--- config.mk ---
export PLATFORM = sky130hd
export DESIGN_NAME = ipyuv_csc
export DESIGN_NICKNAME = d
export VERILOG_FILES = /design/src/hw/rtl/indexed_pixel_to_yuv420_unit_assert.svh /design/src/hw/rtl/ipyuv_pkg.sv /design/src/hw/rtl/ipyuv_csc.sv
export SDC_FILE = /design/constraint.sdc
export NUM_CORES = 1
export LEC_CHECK = 0
export BUFFER_PORTS_ARGS = -buffer_cell sky130_fd_sc_hd__buf_2
export CORE_MARGIN = 3
export CORE_UTILIZATION = 60
export DETAILED_ROUTE_END_ITERATION = 12
export PLACE_DENSITY = 0.77
export RECOVER_POWER = 25
export REMOVE_ABC_BUFFERS = 1
export SETUP_SLACK_MARGIN = 0.1
export SLEW_MARGIN = 20
export SYNTH_ARGS = -nofsm -noshare
export SYNTH_HDL_FRONTEND = slang
export SYNTH_SLANG_ARGS = --single-unit
export TNS_END_PERCENT = 100
--- constraint.sdc ---
create_clock -name clk -period 10.7 [get_ports clk]
set_input_delay 2.14 -clock clk [delete_from_list [all_inputs] [get_ports clk]]
set_output_delay 2.14 -clock clk [all_outputs]
set_load 0.01 [all_outputs]
--- src/hw/rtl/indexed_pixel_to_yuv420_unit_assert.svh ---
// Assertion macros shared by the indexed pixel to YUV 4:2:0 unit.
`ifndef INDEXED_PIXEL_TO_YUV420_UNIT_ASSERT_SVH
`define INDEXED_PIXEL_TO_YUV420_UNIT_ASSERT_SVH

// Same-cycle implication, disabled during reset.
`define IPYUV_ASSERT_IMPL(label, clk, rst_n, ante, cons, msg) \
    label: assert property (@(posedge clk) disable iff (!rst_n) (ante) |-> (cons)) \
        else $error(msg);

// Next-cycle implication, disabled during reset.
`define IPYUV_ASSERT_NEXT(label, clk, rst_n, ante, cons, msg) \
    label: assert property (@(posedge clk) disable iff (!rst_n) (ante) |=> (cons)) \
        else $error(msg);

`endif

--- src/hw/rtl/ipyuv_pkg.sv ---
// Shared constants, types and helpers of the indexed pixel to YUV 4:2:0 unit.
`default_nettype none

package ipyuv_pkg;

    localparam int PalEntries = 256;
    localparam int PalIdxW    = $clog2(PalEntries);
    localparam int MaxWidth   = 1024;
    localparam int MaxHeight  = 1024;
    localparam int PosW       = 10;
    localparam int GeomW      = 11;
    localparam int LinePairs  = MaxWidth / 2;
    localparam int LineAddrW  = $clog2(LinePairs);
    localparam int CompW      = 8;
    localparam int AccW       = 24;

    // Q16 BT.601 coefficients (magnitudes; signs applied in the sums)
    localparam logic [15:0] CoefYR  = 16'd16843;
    localparam logic [15:0] CoefYG  = 16'd33030;
    localparam logic [15:0] CoefYB  = 16'd6423;
    localparam logic [15:0] CoefCbR = 16'd9699;
    localparam logic [15:0] CoefCbG = 16'd19071;
    localparam logic [15:0] CoefCbB = 16'd28770;
    localparam logic [15:0] CoefCrR = 16'd28770;
    localparam logic [15:0] CoefCrG = 16'd24117;
    localparam logic [15:0] CoefCrB = 16'd4653;
    localparam logic [AccW-1:0] OffsY = AccW'(16 << 16);
    localparam logic [AccW-1:0] OffsC = AccW'(128 << 16);

    localparam logic [GeomW-1:0] WidthReset  = GeomW'(320);
    localparam logic [GeomW-1:0] HeightReset = GeomW'(256);
    localparam logic [GeomW-1:0] GeomMin     = GeomW'(2);
    localparam logic [GeomW-1:0] WidthMax    = GeomW'(MaxWidth);
    localparam logic [GeomW-1:0] HeightMax   = GeomW'(MaxHeight);

    // Palette entry: Y in the top byte, then Cb, then Cr
    typedef logic [3*CompW-1:0] ycc_t;

    typedef enum logic
    {
        KindPalette = 1'b0,
        KindPixel   = 1'b1
    } in_kind_t;

    typedef enum logic
    {
        OutLuma   = 1'b0,
        OutChroma = 1'b1
    } out_kind_t;

    typedef enum logic
    {
        RegFrameWidth  = 1'b0,
        RegFrameHeight = 1'b1
    } cfg_reg_t;

    typedef struct packed
    {
        logic load;
        logic advance;
    } csc_ctl_t;

    typedef struct packed
    {
        logic               en;
        logic [PalIdxW-1:0] cur;
        logic [PalIdxW-1:0] left;
        logic [PalIdxW-1:0] up_left;
        logic [PalIdxW-1:0] up;
    } pal_rd_req_t;

    typedef struct packed
    {
        ycc_t cur;
        ycc_t left;
        ycc_t up_left;
        ycc_t up;
    } pal_rd_data_t;

    function automatic logic [GeomW-1:0] clamp_geom(
        input logic [GeomW-1:0] v,
        input logic [GeomW-1:0] hi
    );
        logic [GeomW-1:0] r;
        r = v;
        if (v < GeomMin)
        begin
            r = GeomMin;
        end
        else if (v > hi)
        begin
            r = hi;
        end
        return r;
    endfunction

endpackage

`default_nettype wire

--- src/hw/rtl/ipyuv_csc.sv ---
// RGB to BT.601 YCbCr conversion: registered products, then registered sums.
`default_nettype none

module ipyuv_csc
(
    input  wire logic                   clk,
    input  wire ipyuv_pkg::csc_ctl_t    ctl,
    input  wire logic [7:0]             red,
    input  wire logic [7:0]             green,
    input  wire logic [7:0]             blue,
    output ipyuv_pkg::ycc_t             ycc
);

    localparam int AccW = ipyuv_pkg::AccW;

    logic [AccW-1:0] prod_next [9];
    logic [AccW-1:0] prod_reg  [9];
    logic [AccW-1:0] y_sum;
    logic [AccW-1:0] cb_sum;
    logic [AccW-1:0] cr_sum;
    ipyuv_pkg::ycc_t ycc_reg;

    always_comb
    begin
        prod_next[0] = AccW'(red)   * AccW'(ipyuv_pkg::CoefYR);
        prod_next[1] = AccW'(green) * AccW'(ipyuv_pkg::CoefYG);
        prod_next[2] = AccW'(blue)  * AccW'(ipyuv_pkg::CoefYB);
        prod_next[3] = AccW'(red)   * AccW'(ipyuv_pkg::CoefCbR);
        prod_next[4] = AccW'(green) * AccW'(ipyuv_pkg::CoefCbG);
        prod_next[5] = AccW'(blue)  * AccW'(ipyuv_pkg::CoefCbB);
        prod_next[6] = AccW'(red)   * AccW'(ipyuv_pkg::CoefCrR);
        prod_next[7] = AccW'(green) * AccW'(ipyuv_pkg::CoefCrG);
        prod_next[8] = AccW'(blue)  * AccW'(ipyuv_pkg::CoefCrB);
    end

    always_ff @(posedge clk)
    begin
        if (ctl.load)
        begin
            prod_reg <= prod_next;
        end
    end

    // Every true sum is non-negative and below 2^24, so wraparound is harmless
    assign y_sum  = prod_reg[0] + prod_reg[1] + prod_reg[2] + ipyuv_pkg::OffsY;
    assign cb_sum = prod_reg[5] + ipyuv_pkg::OffsC - prod_reg[3] - prod_reg[4];
    assign cr_sum = prod_reg[6] + ipyuv_pkg::OffsC - prod_reg[7] - prod_reg[8];

    always_ff @(posedge clk)
    begin
        if (ctl.advance)
        begin
            ycc_reg <= {y_sum[AccW-1:16], cb_sum[AccW-1:16], cr_sum[AccW-1:16]};
        end
    end

    assign ycc = ycc_reg;

endmodule

`default_nettype wire

==> impl_metrics.prom, run 1 <==
# TYPE chip_impl_metric gauge
chip_impl_info{name="combinational_family_with_the_most_area_after_synthesis",value="adder cells"} 1
chip_impl_metric{name="postLayoutSetupSlackWorst",unit="ps"} 4120
chip_impl_metric{name="holdBufCountCts",unit=""} 0
chip_impl_metric{name="fin_crit",unit="ps"} 6580
chip_impl_metric{name="design.core.area",unit="sq mm"} 0.0391
chip_impl_metric{name="tightest_slew",unit="ps"} 2480
chip_impl_metric{name="ys_types",unit=""} 71
chip_impl_metric{name="detail_route.wirelength.met1",unit="mm"} 25.6
chip_impl_metric{name="synthesis.area_per_instance",unit="sq um"} 10.8
chip_impl_metric{name="antenna_found_initial",unit=""} 1
chip_impl_info{name="most_repeated_cell_in_the_gate_level_netlist_after_synthesis",value="sky130_fd_sc_hd__ha_1"} 1
chip_impl_metric{name="grt_max_degree",unit=""} 80
chip_impl_info{name="kind_of_capture_point_of_the_worst_setup_path",value="register"} 1
chip_impl_info{name="timing.setup.critical_path_class",value="in2reg"} 1
chip_impl_info{name="highest-signal-layer",value="met5"} 1
chip_impl_metric{name="post_synth_fa_ha_maj_area_fraction",unit="%"} 43.2
chip_impl_metric{name="number_of_drc_markers_in_iteration_0",unit=""} 1408
chip_impl_metric{name="ir_worst_vdd",unit="V"} 0.000409
chip_impl_metric{name="synth_edf_count",unit=""} 214
chip_impl_metric{name="dp.final_hpwl",unit="mm"} 48.3
chip_impl_metric{name="ys_async_sr_fraction",unit="%"} 0
chip_impl_metric{name="grt_pass1_vias",unit=""} 16900
chip_impl_metric{name="cts.repair.resized",unit=""} 0
chip_impl_metric{name="skew",unit="ps"} 37.0
chip_impl_metric{name="synth.area.mux_share",unit="%"} 0.213
chip_impl_metric{name="hold_viol",unit=""} 0
chip_impl_metric{name="post_route_antenna_net_violation_count",unit=""} 0
chip_impl_metric{name="place_inst",unit=""} 2790
chip_impl_metric{name="insertedDiodeCount",unit=""} 0
chip_impl_metric{name="synth_warnings",unit=""} 0
chip_impl_metric{name="maxSlewViolCount",unit=""} 71
chip_impl_metric{name="hold_path_depth",unit=""} 2
chip_impl_metric{name="critical_path_required",unit="ps"} 10990
chip_impl_metric{name="p_per_area",unit="mW/mm^2"} 276
chip_impl_metric{name="gp_congestion",unit=""} 0.938
chip_impl_info{name="synth-main-ff-cell",value="sky130_fd_sc_hd__edfxtp_1"} 1
chip_impl_metric{name="htree_levels",unit=""} 1
chip_impl_metric{name="reg2regPathDepth",unit=""} 10
chip_impl_metric{name="portBuffers",unit=""} 50
chip_impl_metric{name="critPathArrivalTime",unit="ps"} 6860
chip_impl_metric{name="power.leakage",unit="nW"} 12.6
chip_impl_metric{name="post_synth_xor_area_fraction",unit="%"} 5.25
chip_impl_metric{name="areaGrowthSynthToFinish",unit="%"} 6.64
chip_impl_metric{name="route.final.wire_length",unit="mm"} 58.9
chip_impl_info{name="post-synth-top-area-cell",value="sky130_fd_sc_hd__edfxtp_1"} 1
chip_impl_metric{name="setup-violations-final",unit=""} 0
chip_impl_info{name="clock_tree.root_cell",value="sky130_fd_sc_hd__clkbuf_16"} 1
chip_impl_metric{name="part_of_the_cycle_the_worst_path_needs",unit="%"} 61.5
chip_impl_metric{name="clkTransAtPathRegs",unit="ps"} 60
chip_impl_metric{name="grt.overflow.total",unit=""} 0
chip_impl_metric{name="route.detailed.wl_per_inst",unit="um"} 20.8
chip_impl_metric{name="layout.cells.non_filler",unit=""} 2835
chip_impl_info{name="unrepaired_setup_endpoints_after_global_routing",value="no"} 1
chip_impl_metric{name="height_of_the_chip",unit="um"} 206
chip_impl_metric{name="grt_first_pass_wirelength",unit="mm"} 91.9
chip_impl_metric{name="pre_cts_ws",unit="ps"} 3890
chip_impl_info{name="synth_common_cells",value="sky130_fd_sc_hd__ha_1, sky130_fd_sc_hd__inv_1, sky130_fd_sc_hd__edfxtp_1"} 1
chip_impl_metric{name="global_route.usage.total",unit="%"} 28.3
chip_impl_metric{name="cap_viol_max_count",unit=""} 2
chip_impl_metric{name="worst_slew_margin_rel",unit="%"} -65.6
chip_impl_metric{name="totalNegativeSetupSlack",unit="ps"} 0
chip_impl_info{name="synth_area_leaders",value="sky130_fd_sc_hd__edfxtp_1, sky130_fd_sc_hd__ha_1, sky130_fd_sc_hd__fa_1"} 1
chip_impl_metric{name="synth-simple-area-share",unit="%"} 6.32
chip_impl_metric{name="final_net_count",unit=""} 3033
chip_impl_metric{name="total_clock_buffers_created_by_cts",unit=""} 26
chip_impl_metric{name="total_area_of_multi_input_combinational_cells",unit="sq mm"} 0.0159
chip_impl_metric{name="register_bit_count_reported_by_yosys",unit=""} 214
chip_impl_metric{name="placement_rows",unit=""} 72
chip_impl_metric{name="yosysSeqAreaShare",unit="%"} 26.7
chip_impl_metric{name="pre_repair_dr_iteration_count",unit=""} 5
chip_impl_metric{name="post_synth_inst_count",unit=""} 2229
chip_impl_metric{name="met2_length",unit="mm"} 27.2
chip_impl_metric{name="mappedNetlistArea",unit="sq mm"} 0.0240
chip_impl_metric{name="drc",unit=""} 0
chip_impl_metric{name="clk_latency",unit="ps"} 570
chip_impl_metric{name="via_count",unit=""} 16500
chip_impl_metric{name="filler_cell_count",unit=""} 3093
chip_impl_metric{name="drive_gt1_share",unit="%"} 4.06
chip_impl_info{name="worst_hold_path_type",value="reg2reg"} 1
chip_impl_metric{name="fp.dieW",unit="um"} 206
chip_impl_metric{name="clock_sink_count",unit=""} 214
chip_impl_metric{name="synth-compound-area-share",unit="%"} 11.4
chip_impl_metric{name="post_cts.repair.setup_buffers",unit=""} 0
chip_impl_metric{name="worstPathMaxFanout",unit=""} 11
chip_impl_metric{name="design.portCount",unit=""} 51
chip_impl_metric{name="final-seq-area",unit="sq mm"} 0.00643
chip_impl_metric{name="ctsLongestPathBuffers",unit=""} 3
chip_impl_metric{name="max_clock_freq",unit="MHz"} 152
chip_impl_metric{name="floorplan.initialDensity",unit="%"} 61.5
chip_impl_metric{name="largest_register_ff_count",unit=""} 190
chip_impl_metric{name="die_area",unit="sq mm"} 0.0425
chip_impl_info{name="outcome",value="finished, violations left"} 1
chip_impl_info{name="timing.critical_path.from_type",value="input pin"} 1
chip_impl_metric{name="proportion_of_netlist_area_held_by_the_largest_area_contributor",unit="%"} 26.7
chip_impl_metric{name="vias_per_cell",unit=""} 5.82
chip_impl_info{name="violations_in_the_final_reports",value="max-capacitance violations, max-slew violations"} 1
chip_impl_metric{name="met3_wire_length",unit="mm"} 3.09
chip_impl_info{name="tritoncts",value="built"} 1
-- cells in the final DEF, fill, tap and decap left out, types with 5 or more instances in the layout --
cell,instances
sky130_fd_sc_hd__ha_1,501
sky130_fd_sc_hd__inv_1,434
sky130_fd_sc_hd__edfxtp_1,214
sky130_fd_sc_hd__fa_1,205
sky130_fd_sc_hd__a21oi_1,130
sky130_fd_sc_hd__xnor2_1,99
sky130_fd_sc_hd__nor2_1,80
sky130_fd_sc_hd__nand2_1,72
sky130_fd_sc_hd__a21o_1,53
sky130_fd_sc_hd__xor2_1,45
sky130_fd_sc_hd__o21ai_0,43
sky130_fd_sc_hd__nor3_1,33
sky130_fd_sc_hd__clkbuf_1,30
sky130_fd_sc_hd__clkbuf_16,26
sky130_fd_sc_hd__buf_2,26
sky130_fd_sc_hd__o21bai_1,24
sky130_fd_sc_hd__o21a_1,23
sky130_fd_sc_hd__nand3_1,22
sky130_fd_sc_hd__o21ai_1,20
sky130_fd_sc_hd__nor2b_1,19
sky130_fd_sc_hd__a31oi_1,18
sky130_fd_sc_hd__a211oi_1,18
sky130_fd_sc_hd__nand4_1,15
sky130_fd_sc_hd__nand2b_1,14
sky130_fd_sc_hd__o211ai_1,11
sky130_fd_sc_hd__and3_1,11
sky130_fd_sc_hd__or2_2,9
sky130_fd_sc_hd__and2_1,8
sky130_fd_sc_hd__a211o_1,6
sky130_fd_sc_hd__a31o_2,6
sky130_fd_sc_hd__and4_1,6
sky130_fd_sc_hd__nor4_1,6
sky130_fd_sc_hd__o31ai_1,5
sky130_fd_sc_hd__a2111oi_0,5
-- layer usage --
metal  vias up  track usage (%)
met5         -                0
met1      8035             38.1
met2       463             45.8
li1       7859                -
met4         2             12.0
met3       136             4.39
-- report_power, final --
group          internal, mW  switching (mW)  leakage (nW)
clock                 0.470           0.356         0.380
combinational          1.94            2.69          10.1
sequential             1.46           0.166          2.09
-- layout make-up --
class	count	area share (%)
multi-input cells	1572	62.1
inverters	434	6.36
flip-flops and latches	214	25.1
well taps	518	2.53
clock inverters	13	0.415
repair buffers	52	0.918
clock buffers	32	2.63
-- through the flow --
step / util, % / hold slack [ps] / total power [mW] / cell area, sq um
finish: 65.5 / 715 / 7.07 / 25600
global route: 65.5 / 780 / 7.71 / 25600
detailed placement: 63.7 / 694 / 6.22 / 24900
floorplan: - / 665 / 4.93 / 24000
global placement: 63.7 / 715 / 6.04 / 24900
CTS: 65.7 / 724 / 7.12 / 25700
-- worst paths after layout --
check / startpoint / to / slack, ps
worst min-delay path: prod_reg[46] / ycc[7] / 710
worst max-delay path: green[1] / prod_reg[116] / 4120
worst min register to register: prod_reg[46] / ycc[7] / 710
worst max register to register: prod_reg[172] / ycc[23] / 7060
-- cell families after synthesis --
kind of cell	Yosys count
xor+xnor	144
buf+inv	443
simple gates	309
compound gates	408
flops	214
fa+ha+maj	706
mux	5
-- critical path: stages --
cell and delay, ps:
sky130_fd_sc_hd__clkbuf_1 720, sky130_fd_sc_hd__inv_1 430, sky130_fd_sc_hd__fa_1 610, sky130_fd_sc_hd__inv_1 40, sky130_fd_sc_hd__ha_1 290, sky130_fd_sc_hd__inv_1 60
sky130_fd_sc_hd__fa_1 550, sky130_fd_sc_hd__inv_1 60, sky130_fd_sc_hd__ha_1 270, sky130_fd_sc_hd__a21oi_1 290, sky130_fd_sc_hd__o211ai_1 180, sky130_fd_sc_hd__o22ai_1 270
sky130_fd_sc_hd__o21ai_1 190, sky130_fd_sc_hd__a2111oi_0 470, sky130_fd_sc_hd__nor3_1 130, sky130_fd_sc_hd__xor2_1 160
Note: power is estimated with default switching activity, not from simulation.
==> inputs of run 2 (changes only) <==
==> constraint.sdc (replaced) <==
create_clock -name clk -period 6.4 [get_ports clk]
set_input_delay 1.28 -clock clk [delete_from_list [all_inputs] [get_ports clk]]
set_output_delay 1.28 -clock clk [all_outputs]
set_load 0.01 [all_outputs]
==> run 2 against run 1 <==
- the flow still finishes with violations (max-capacitance violations, max-slew violations)
- sequential share of layout area fell by 0.088 points
- global-route usage rose by 0.62 points
- sequential cell count did not move
- register-to-register slack got worse by 4200 ps
- combinational power rose by 68%
- utilization rose by 0.23 points
- final cell count rose by 0.18%
- sequential power rose by 67%
- via count barely moved
- clock skew rose by 6.9 ps
- critical path type unchanged
==> impl_metrics.prom, run 2 (synthesis results as in run 1) <==
# TYPE chip_impl_metric gauge
chip_impl_info{name="outcome",value="finished, violations left"} 1
chip_impl_info{name="violations_in_the_final_reports",value="max-capacitance violations, max-slew violations"} 1
chip_impl_metric{name="critical_path_required",unit="ps"} 6690
chip_impl_metric{name="clkPwrFrac",unit="%"} 11.6
chip_impl_metric{name="power_frac_comb",unit="%"} 65.6
chip_impl_metric{name="total_clock_buffers_created_by_cts",unit=""} 25
chip_impl_metric{name="internal_power",unit="mW"} 6.49
chip_impl_metric{name="grt.overflow.total",unit=""} 0
chip_impl_info{name="crit_path_start",value="red[2]"} 1
chip_impl_metric{name="hold_viol",unit=""} 0
chip_impl_metric{name="worst_slew_margin_rel",unit="%"} -262
chip_impl_metric{name="grt_max_degree",unit=""} 98
chip_impl_metric{name="pre_repair_dr_iteration_count",unit=""} 5
chip_impl_metric{name="via_count",unit=""} 16500
chip_impl_metric{name="areaGrowthSynthToFinish",unit="%"} 7.01
chip_impl_info{name="worst_hold_path_type",value="reg2reg"} 1
chip_impl_metric{name="worstPathMaxFanout",unit=""} 8
chip_impl_info{name="clock_tree.root_cell",value="sky130_fd_sc_hd__clkbuf_16"} 1
chip_impl_metric{name="design.core.area",unit="sq mm"} 0.0391
chip_impl_metric{name="cts.repair.resized",unit=""} 0
chip_impl_info{name="mostFrequentLayoutCells",value="sky130_fd_sc_hd__ha_1, sky130_fd_sc_hd__inv_1, sky130_fd_sc_hd__edfxtp_1, sky130_fd_sc_hd__fa_1, sky130_fd_sc_hd__a21oi_1"} 1
chip_impl_metric{name="htree_levels",unit=""} 1
chip_impl_metric{name="skew",unit="ps"} 43.9
chip_impl_metric{name="cap_viol_max_count",unit=""} 2
chip_impl_info{name="unrepaired_setup_endpoints_after_global_routing",value="no"} 1
chip_impl_metric{name="final_net_count",unit=""} 3037
chip_impl_metric{name="height_of_the_chip",unit="um"} 206
chip_impl_metric{name="drive_gt1_share",unit="%"} 5.21
chip_impl_metric{name="final_instance_area",unit="sq mm"} 0.0257
chip_impl_info{name="timing.setup.critical_path_class",value="in2reg"} 1
chip_impl_metric{name="filler_cell_count",unit=""} 3096
chip_impl_info{name="kind_of_capture_point_of_the_worst_setup_path",value="register"} 1
chip_impl_metric{name="reg2regPathDepth",unit=""} 10
chip_impl_metric{name="ir_worst_vdd",unit="V"} 0.000478
chip_impl_metric{name="clkTransAtPathRegs",unit="ps"} 60
chip_impl_info{name="tritoncts",value="built"} 1
chip_impl_metric{name="swShare",unit="%"} 45.3
chip_impl_metric{name="setup-violations-final",unit=""} 0
chip_impl_metric{name="antenna_found_initial",unit=""} 1
chip_impl_metric{name="grt_pass1_vias",unit=""} 16800
chip_impl_metric{name="net-switching-power",unit="mW"} 5.38
chip_impl_info{name="regToRegStartpoint",value="prod_reg[182]"} 1
chip_impl_metric{name="clock_sink_count",unit=""} 214
chip_impl_metric{name="maxSlewViolCount",unit=""} 123
chip_impl_metric{name="total_area_of_multi_input_combinational_cells",unit="sq mm"} 0.0159
chip_impl_metric{name="p_per_area",unit="mW/mm^2"} 462
chip_impl_metric{name="drc",unit=""} 0
chip_impl_info{name="timing.critical_path.from_type",value="input pin"} 1
chip_impl_metric{name="gp_congestion",unit=""} 0.960
chip_impl_metric{name="grt_first_pass_wirelength",unit="mm"} 93.6
chip_impl_metric{name="cell_area_after_placement",unit="sq mm"} 0.0250
chip_impl_metric{name="vias_per_cell",unit=""} 5.81
chip_impl_info{name="critical_path.reg2reg.endpoint",value="ycc[23]"} 1
chip_impl_metric{name="insertedDiodeCount",unit=""} 0
chip_impl_metric{name="ctsLongestPathBuffers",unit=""} 3
chip_impl_metric{name="holdBufCountCts",unit=""} 0
chip_impl_metric{name="largest_register_ff_count",unit=""} 190
chip_impl_metric{name="fp.dieW",unit="um"} 206
chip_impl_metric{name="power_frac_seq",unit="%"} 22.8
chip_impl_metric{name="clk_latency",unit="ps"} 570
chip_impl_metric{name="critPathArrivalTime",unit="ps"} 5820
chip_impl_metric{name="die_area",unit="sq mm"} 0.0425
chip_impl_metric{name="route.final.wire_length",unit="mm"} 59.7
chip_impl_info{name="capture_point_of_the_worst_path",value="prod_reg[139]"} 1
chip_impl_metric{name="power.leakage",unit="nW"} 12.7
chip_impl_metric{name="post_route_antenna_net_violation_count",unit=""} 0
chip_impl_metric{name="dp.final_hpwl",unit="mm"} 49.7
chip_impl_metric{name="number_of_drc_markers_in_iteration_0",unit=""} 1145
chip_impl_metric{name="placement_rows",unit=""} 72
chip_impl_metric{name="global_route.usage.total",unit="%"} 28.9
chip_impl_info{name="layout.cells.most_common",value="sky130_fd_sc_hd__ha_1"} 1
chip_impl_metric{name="post_cts.repair.setup_buffers",unit=""} 0
chip_impl_metric{name="floorplan.initialDensity",unit="%"} 61.5
chip_impl_metric{name="portBuffers",unit=""} 50
chip_impl_metric{name="totalNegativeSetupSlack",unit="ps"} 0
chip_impl_metric{name="final-seq-area",unit="sq mm"} 0.00643
chip_impl_metric{name="design.portCount",unit=""} 51
chip_impl_metric{name="part_of_the_cycle_the_worst_path_needs",unit="%"} 86.4
chip_impl_metric{name="route.detailed.wl_per_inst",unit="um"} 21.0
chip_impl_metric{name="rrSetupSlack",unit="ps"} 2820
chip_impl_metric{name="tightest_slew",unit="ps"} 5430
chip_impl_metric{name="fin_crit",unit="ps"} 5530
chip_impl_metric{name="max_clock_freq",unit="MHz"} 181
## run 2: metrics by stage
stage | setup WS [ps] | total power [mW] | hold slack, ps | std cells | util [%]
floorplan | 1080 | 8.25 | 665 | 2220 | -
global placement | 534 | 10.1 | 688 | 2795 | 63.9
detailed placement | 482 | 10.4 | 752 | 2795 | 63.9
CTS | 1030 | 11.9 | 765 | 2840 | 65.9
global route | 639 | 13.0 | 784 | 2840 | 65.8
finish | 868 | 11.9 | 757 | 2840 | 65.8
## run 2: final cells by class
class / instances / area share [%]
inverters: 434 / 6.33
repair buffers: 57 / 1.13
clock buffers: 26 / 2.45
multi-input cells: 1572 / 62.0
well taps: 518 / 2.52
flip-flops and latches: 214 / 25.0
clock inverters: 19 / 0.589
## run 2: layer usage
layer  share of wire (%)  vias up  global-route usage, %
li1                    -     7882                      -
met2                  46      444                   47.3
met4                 3.8        0                   8.58
met5                   0        -                      0
met3                 4.6      103                   3.43
met1                  45     8071                   40.7
## run 2: worst min-delay path by stage
stage          endpoint  depth (start not counted)         start  slack, ps
6_report         ycc[7]                          2  prod_reg[46]        760
3_5_place_dp     ycc[7]                          2  prod_reg[46]        750
5_1_grt          ycc[7]                          2  prod_reg[46]        780
2_1_floorplan    ycc[7]                          2  prod_reg[46]        660
3_3_place_gp     ycc[7]                          2  prod_reg[46]        690
4_1_cts          ycc[7]                          2  prod_reg[46]        770
## run 2: worst max-delay path, stage by stage
cell and delay, ps:
sky130_fd_sc_hd__clkbuf_1 510, sky130_fd_sc_hd__ha_1 380, sky130_fd_sc_hd__fa_1 550, sky130_fd_sc_hd__fa_1 580, sky130_fd_sc_hd__inv_1 60, sky130_fd_sc_hd__fa_1 550
sky130_fd_sc_hd__inv_1 50, sky130_fd_sc_hd__ha_1 360, sky130_fd_sc_hd__a21o_1 190, sky130_fd_sc_hd__a211oi_2 240, sky130_fd_sc_hd__nand4b_1 190, sky130_fd_sc_hd__a311oi_1 480
sky130_fd_sc_hd__o21bai_1 130, sky130_fd_sc_hd__a21oi_1 180, sky130_fd_sc_hd__xnor2_1 80
## run 2: power by group through the flow
stage / registers [mW] / clock network [mW] / logic (mW)
after floorplan: 2.64 / 0 / 5.61
final: 2.71 / 1.38 / 7.78
after global placement: 2.73 / 0 / 7.38
after global routing: 2.75 / 1.46 / 8.75
after detailed placement: 2.73 / 0 / 7.65
after CTS: 2.71 / 1.41 / 7.75
==> inputs of run 3 (changes only) <==
--- a/config.mk
+++ b/config.mk
@@ -7,13 +7,13 @@
 export LEC_CHECK = 0
 export BUFFER_PORTS_ARGS = -buffer_cell sky130_fd_sc_hd__buf_2
 export CORE_MARGIN = 3
-export CORE_UTILIZATION = 60
+export CORE_UTILIZATION = 65
 export DETAILED_ROUTE_END_ITERATION = 12
-export PLACE_DENSITY = 0.77
+export PLACE_DENSITY = 0.78
 export RECOVER_POWER = 25
 export REMOVE_ABC_BUFFERS = 1
 export SETUP_SLACK_MARGIN = 0.1
-export SLEW_MARGIN = 20
+export SLEW_MARGIN = 0
 export SYNTH_ARGS = -nofsm -noshare
 export SYNTH_HDL_FRONTEND = slang
 export SYNTH_SLANG_ARGS = --single-unit
==> run 3 against run 2 <==
- the flow still finishes with violations (max-capacitance violations, max-slew violations)
- register-to-register slack lost 80 ps
- final area decreased by 0.39%
- clock skew down 18 ps
- die area decreased by 7.5%
- sequential cell count unchanged
- maximum frequency decreased by 0.51%
- wire length down 3.1%
- sequential share of layout area up 0.099 points
- via count increased by 0.25%
- final cell count fell by 2.1%
- worst hold slack worse by 27 ps
- combinational power about the same
==> impl_metrics.prom, run 3 (synthesis results as in run 1) <==
# TYPE chip_impl_metric gauge
chip_impl_info{name="kind_of_capture_point_of_the_worst_setup_path",value="register"} 1
chip_impl_metric{name="vias_per_cell",unit=""} 5.95
chip_impl_metric{name="totalNegativeSetupSlack",unit="ps"} 0
chip_impl_info{name="critical_path.top_delay_family",value="adder cells"} 1
chip_impl_metric{name="grt_pass1_vias",unit=""} 17300
chip_impl_metric{name="critPathArrivalTime",unit="ps"} 5850
chip_impl_info{name="timing.critical_path.from_type",value="input pin"} 1
chip_impl_metric{name="setup-violations-final",unit=""} 0
chip_impl_metric{name="floorplan.initialDensity",unit="%"} 66.8
chip_impl_info{name="clock_tree.root_cell",value="sky130_fd_sc_hd__clkbuf_16"} 1
chip_impl_metric{name="ir_worst_vdd",unit="V"} 0.000708
chip_impl_metric{name="grt_max_degree",unit=""} 154
chip_impl_metric{name="antenna_found_initial",unit=""} 0
chip_impl_metric{name="number_of_drc_markers_in_iteration_0",unit=""} 1056
chip_impl_metric{name="drc",unit=""} 0
chip_impl_info{name="timing.critical_path.cells",value="clkbuf_1 > ha_1 > ha_1 > inv_1 > fa_1 > fa_1 > inv_1 > ha_1 > o21ai_0 > o21a_1 > o21ai_1 > a31oi_1 > a21oi_1 > nor4_1 > nor3_1"} 1
chip_impl_metric{name="hold_viol",unit=""} 0
chip_impl_metric{name="grt.overflow.total",unit=""} 0
chip_impl_info{name="cell_type_of_the_slowest_stage_on_the_worst_timing_path",value="sky130_fd_sc_hd__clkbuf_1"} 1
chip_impl_metric{name="final-seq-area",unit="sq mm"} 0.00643
chip_impl_metric{name="pre_repair_dr_iteration_count",unit=""} 6
chip_impl_metric{name="height_of_the_chip",unit="um"} 198
chip_impl_metric{name="worstPathMaxFanout",unit=""} 10
chip_impl_metric{name="global_route.usage.total",unit="%"} 30.4
chip_impl_info{name="violations_in_the_final_reports",value="max-capacitance violations, max-slew violations"} 1
chip_impl_metric{name="holdBufCountCts",unit=""} 0
chip_impl_metric{name="drive_gt1_share",unit="%"} 4.96
chip_impl_info{name="mostFrequentLayoutCells",value="sky130_fd_sc_hd__ha_1, sky130_fd_sc_hd__inv_1, sky130_fd_sc_hd__edfxtp_1, sky130_fd_sc_hd__fa_1, sky130_fd_sc_hd__a21oi_1"} 1
chip_impl_info{name="layout.cells.most_common",value="sky130_fd_sc_hd__ha_1"} 1
chip_impl_metric{name="critPathBufInv",unit=""} 3
chip_impl_metric{name="portBuffers",unit=""} 50
chip_impl_metric{name="critical_path.max_stage_delay",unit="ps"} 630
chip_impl_metric{name="ctsLongestPathBuffers",unit=""} 3
chip_impl_metric{name="post_cts.repair.setup_buffers",unit=""} 0
chip_impl_metric{name="design.core.area",unit="sq mm"} 0.0360
chip_impl_metric{name="route.final.wire_length",unit="mm"} 57.8
chip_impl_metric{name="htree_levels",unit=""} 1
chip_impl_metric{name="gp_congestion",unit=""} 0.946
chip_impl_metric{name="place_inst",unit=""} 2737
chip_impl_metric{name="total_area_of_multi_input_combinational_cells",unit="sq mm"} 0.0159
chip_impl_metric{name="areaGrowthSynthToFinish",unit="%"} 6.59
chip_impl_info{name="tritoncts",value="built"} 1
chip_impl_metric{name="p_per_area",unit="mW/mm^2"} 465
chip_impl_info{name="outcome",value="finished, violations left"} 1
chip_impl_metric{name="layout.cells.non_filler",unit=""} 2780
chip_impl_metric{name="skew",unit="ps"} 25.9
chip_impl_metric{name="power.leakage",unit="nW"} 12.7
chip_impl_metric{name="pre_cts_ws",unit="ps"} 487
chip_impl_metric{name="design.portCount",unit=""} 51
chip_impl_metric{name="final_net_count",unit=""} 3036
chip_impl_metric{name="insertedDiodeCount",unit=""} 0
chip_impl_metric{name="die_area",unit="sq mm"} 0.0393
chip_impl_metric{name="worst_hold_margin",unit="ps"} 730
chip_impl_info{name="worst_hold_path_type",value="reg2reg"} 1
chip_impl_metric{name="max_clock_freq",unit="MHz"} 180
chip_impl_metric{name="post_route_antenna_net_violation_count",unit=""} 0
chip_impl_info{name="timing.setup.critical_path_class",value="in2reg"} 1
chip_impl_metric{name="filler_cell_count",unit=""} 2656
chip_impl_metric{name="internal_power",unit="mW"} 6.52
chip_impl_metric{name="worst_slew_margin_rel",unit="%"} -125
chip_impl_metric{name="part_of_the_cycle_the_worst_path_needs",unit="%"} 86.9
chip_impl_metric{name="total_clock_buffers_created_by_cts",unit=""} 25
chip_impl_metric{name="dp.final_hpwl",unit="mm"} 47.6
chip_impl_metric{name="power_frac_seq",unit="%"} 22.8
chip_impl_metric{name="via_count",unit=""} 16500
chip_impl_metric{name="clock_sink_count",unit=""} 214
chip_impl_metric{name="clkTransAtPathRegs",unit="ps"} 60
chip_impl_metric{name="clkPwrFrac",unit="%"} 11.6
chip_impl_info{name="unrepaired_setup_endpoints_after_global_routing",value="no"} 1
chip_impl_metric{name="cap_viol_max_count",unit=""} 3
chip_impl_info{name="cpMostUsedCell",value="sky130_fd_sc_hd__ha_1"} 1
chip_impl_metric{name="cts.repair.resized",unit=""} 0
chip_impl_metric{name="tightest_slew",unit="ps"} 3370
chip_impl_metric{name="power_frac_comb",unit="%"} 65.6
chip_impl_metric{name="grt_first_pass_wirelength",unit="mm"} 92.3
chip_impl_metric{name="maxSlewViolCount",unit=""} 218
chip_impl_metric{name="postLayoutSetupSlackWorst",unit="ps"} 840
chip_impl_metric{name="critical_path_required",unit="ps"} 6690
chip_impl_metric{name="fp.dieW",unit="um"} 198
chip_impl_metric{name="placement_rows",unit=""} 69
chip_impl_metric{name="fin_crit",unit="ps"} 5560
chip_impl_metric{name="largest_register_ff_count",unit=""} 190
chip_impl_metric{name="clk_latency",unit="ps"} 560
chip_impl_metric{name="route.detailed.wl_per_inst",unit="um"} 20.8
chip_impl_metric{name="net-switching-power",unit="mW"} 5.38
chip_impl_metric{name="swShare",unit="%"} 45.2
-- run 3: per-layer routing --
metal / routed length [um] / up-vias / track usage, %
li1: - / 7862 / -
met1: 24800 / 8066 / 41.0
met2: 27200 / 494 / 50.7
met3: 3240 / 119 / 3.88
met4: 2600 / 0 / 11.5
met5: 0 / - / 0
-- run 3: worst register-to-register path, delay by kind of cell (launching register included) --
family / cells / cell delay, ps
adders and majority gates: 3 / 1140
AOI/OAI and AO/OA: 3 / 1020
DFF: 1 / 480
xor gates and xnor gates: 1 / 160
and+or+nand+nor: 3 / 610
-- run 3: layout make-up --
type,count,share of cell area [%]
clock buffers,31,2.53
inverters,434,6.36
well taps,461,2.25
multi-input cells,1572,62.2
repair buffers,56,1.07
flip-flops and latches,214,25.1
clock inverters,12,0.469
-- run 3: worst paths after layout --
kind,from,slack [ps],depth (start not counted),endpoint
max,blue[2],840,15,prod_reg[164]
min,prod_reg[46],730,2,ycc[7]
max reg2reg,prod_reg[172],2740,10,ycc[23]
min reg2reg,prod_reg[46],730,2,ycc[7]
-- run 3: power by group through the flow --
stage	clock network [mW]	registers (mW)	logic, mW
final	1.38	2.72	7.81
after CTS	1.40	2.72	7.75
after global routing	1.45	2.76	8.74
after detailed placement	0	2.73	7.63
after floorplan	0	2.64	5.61
after global placement	0	2.72	7.35
-- run 3: stage by stage --
step	total power, mW	instance area, sq um	util, %
floorplan	8.25	24000	-
global placement	10.1	24900	69.1
detailed placement	10.4	24900	69.1
CTS	11.9	25700	71.3
global route	12.9	25600	71.2
finish	11.9	25600	71.2
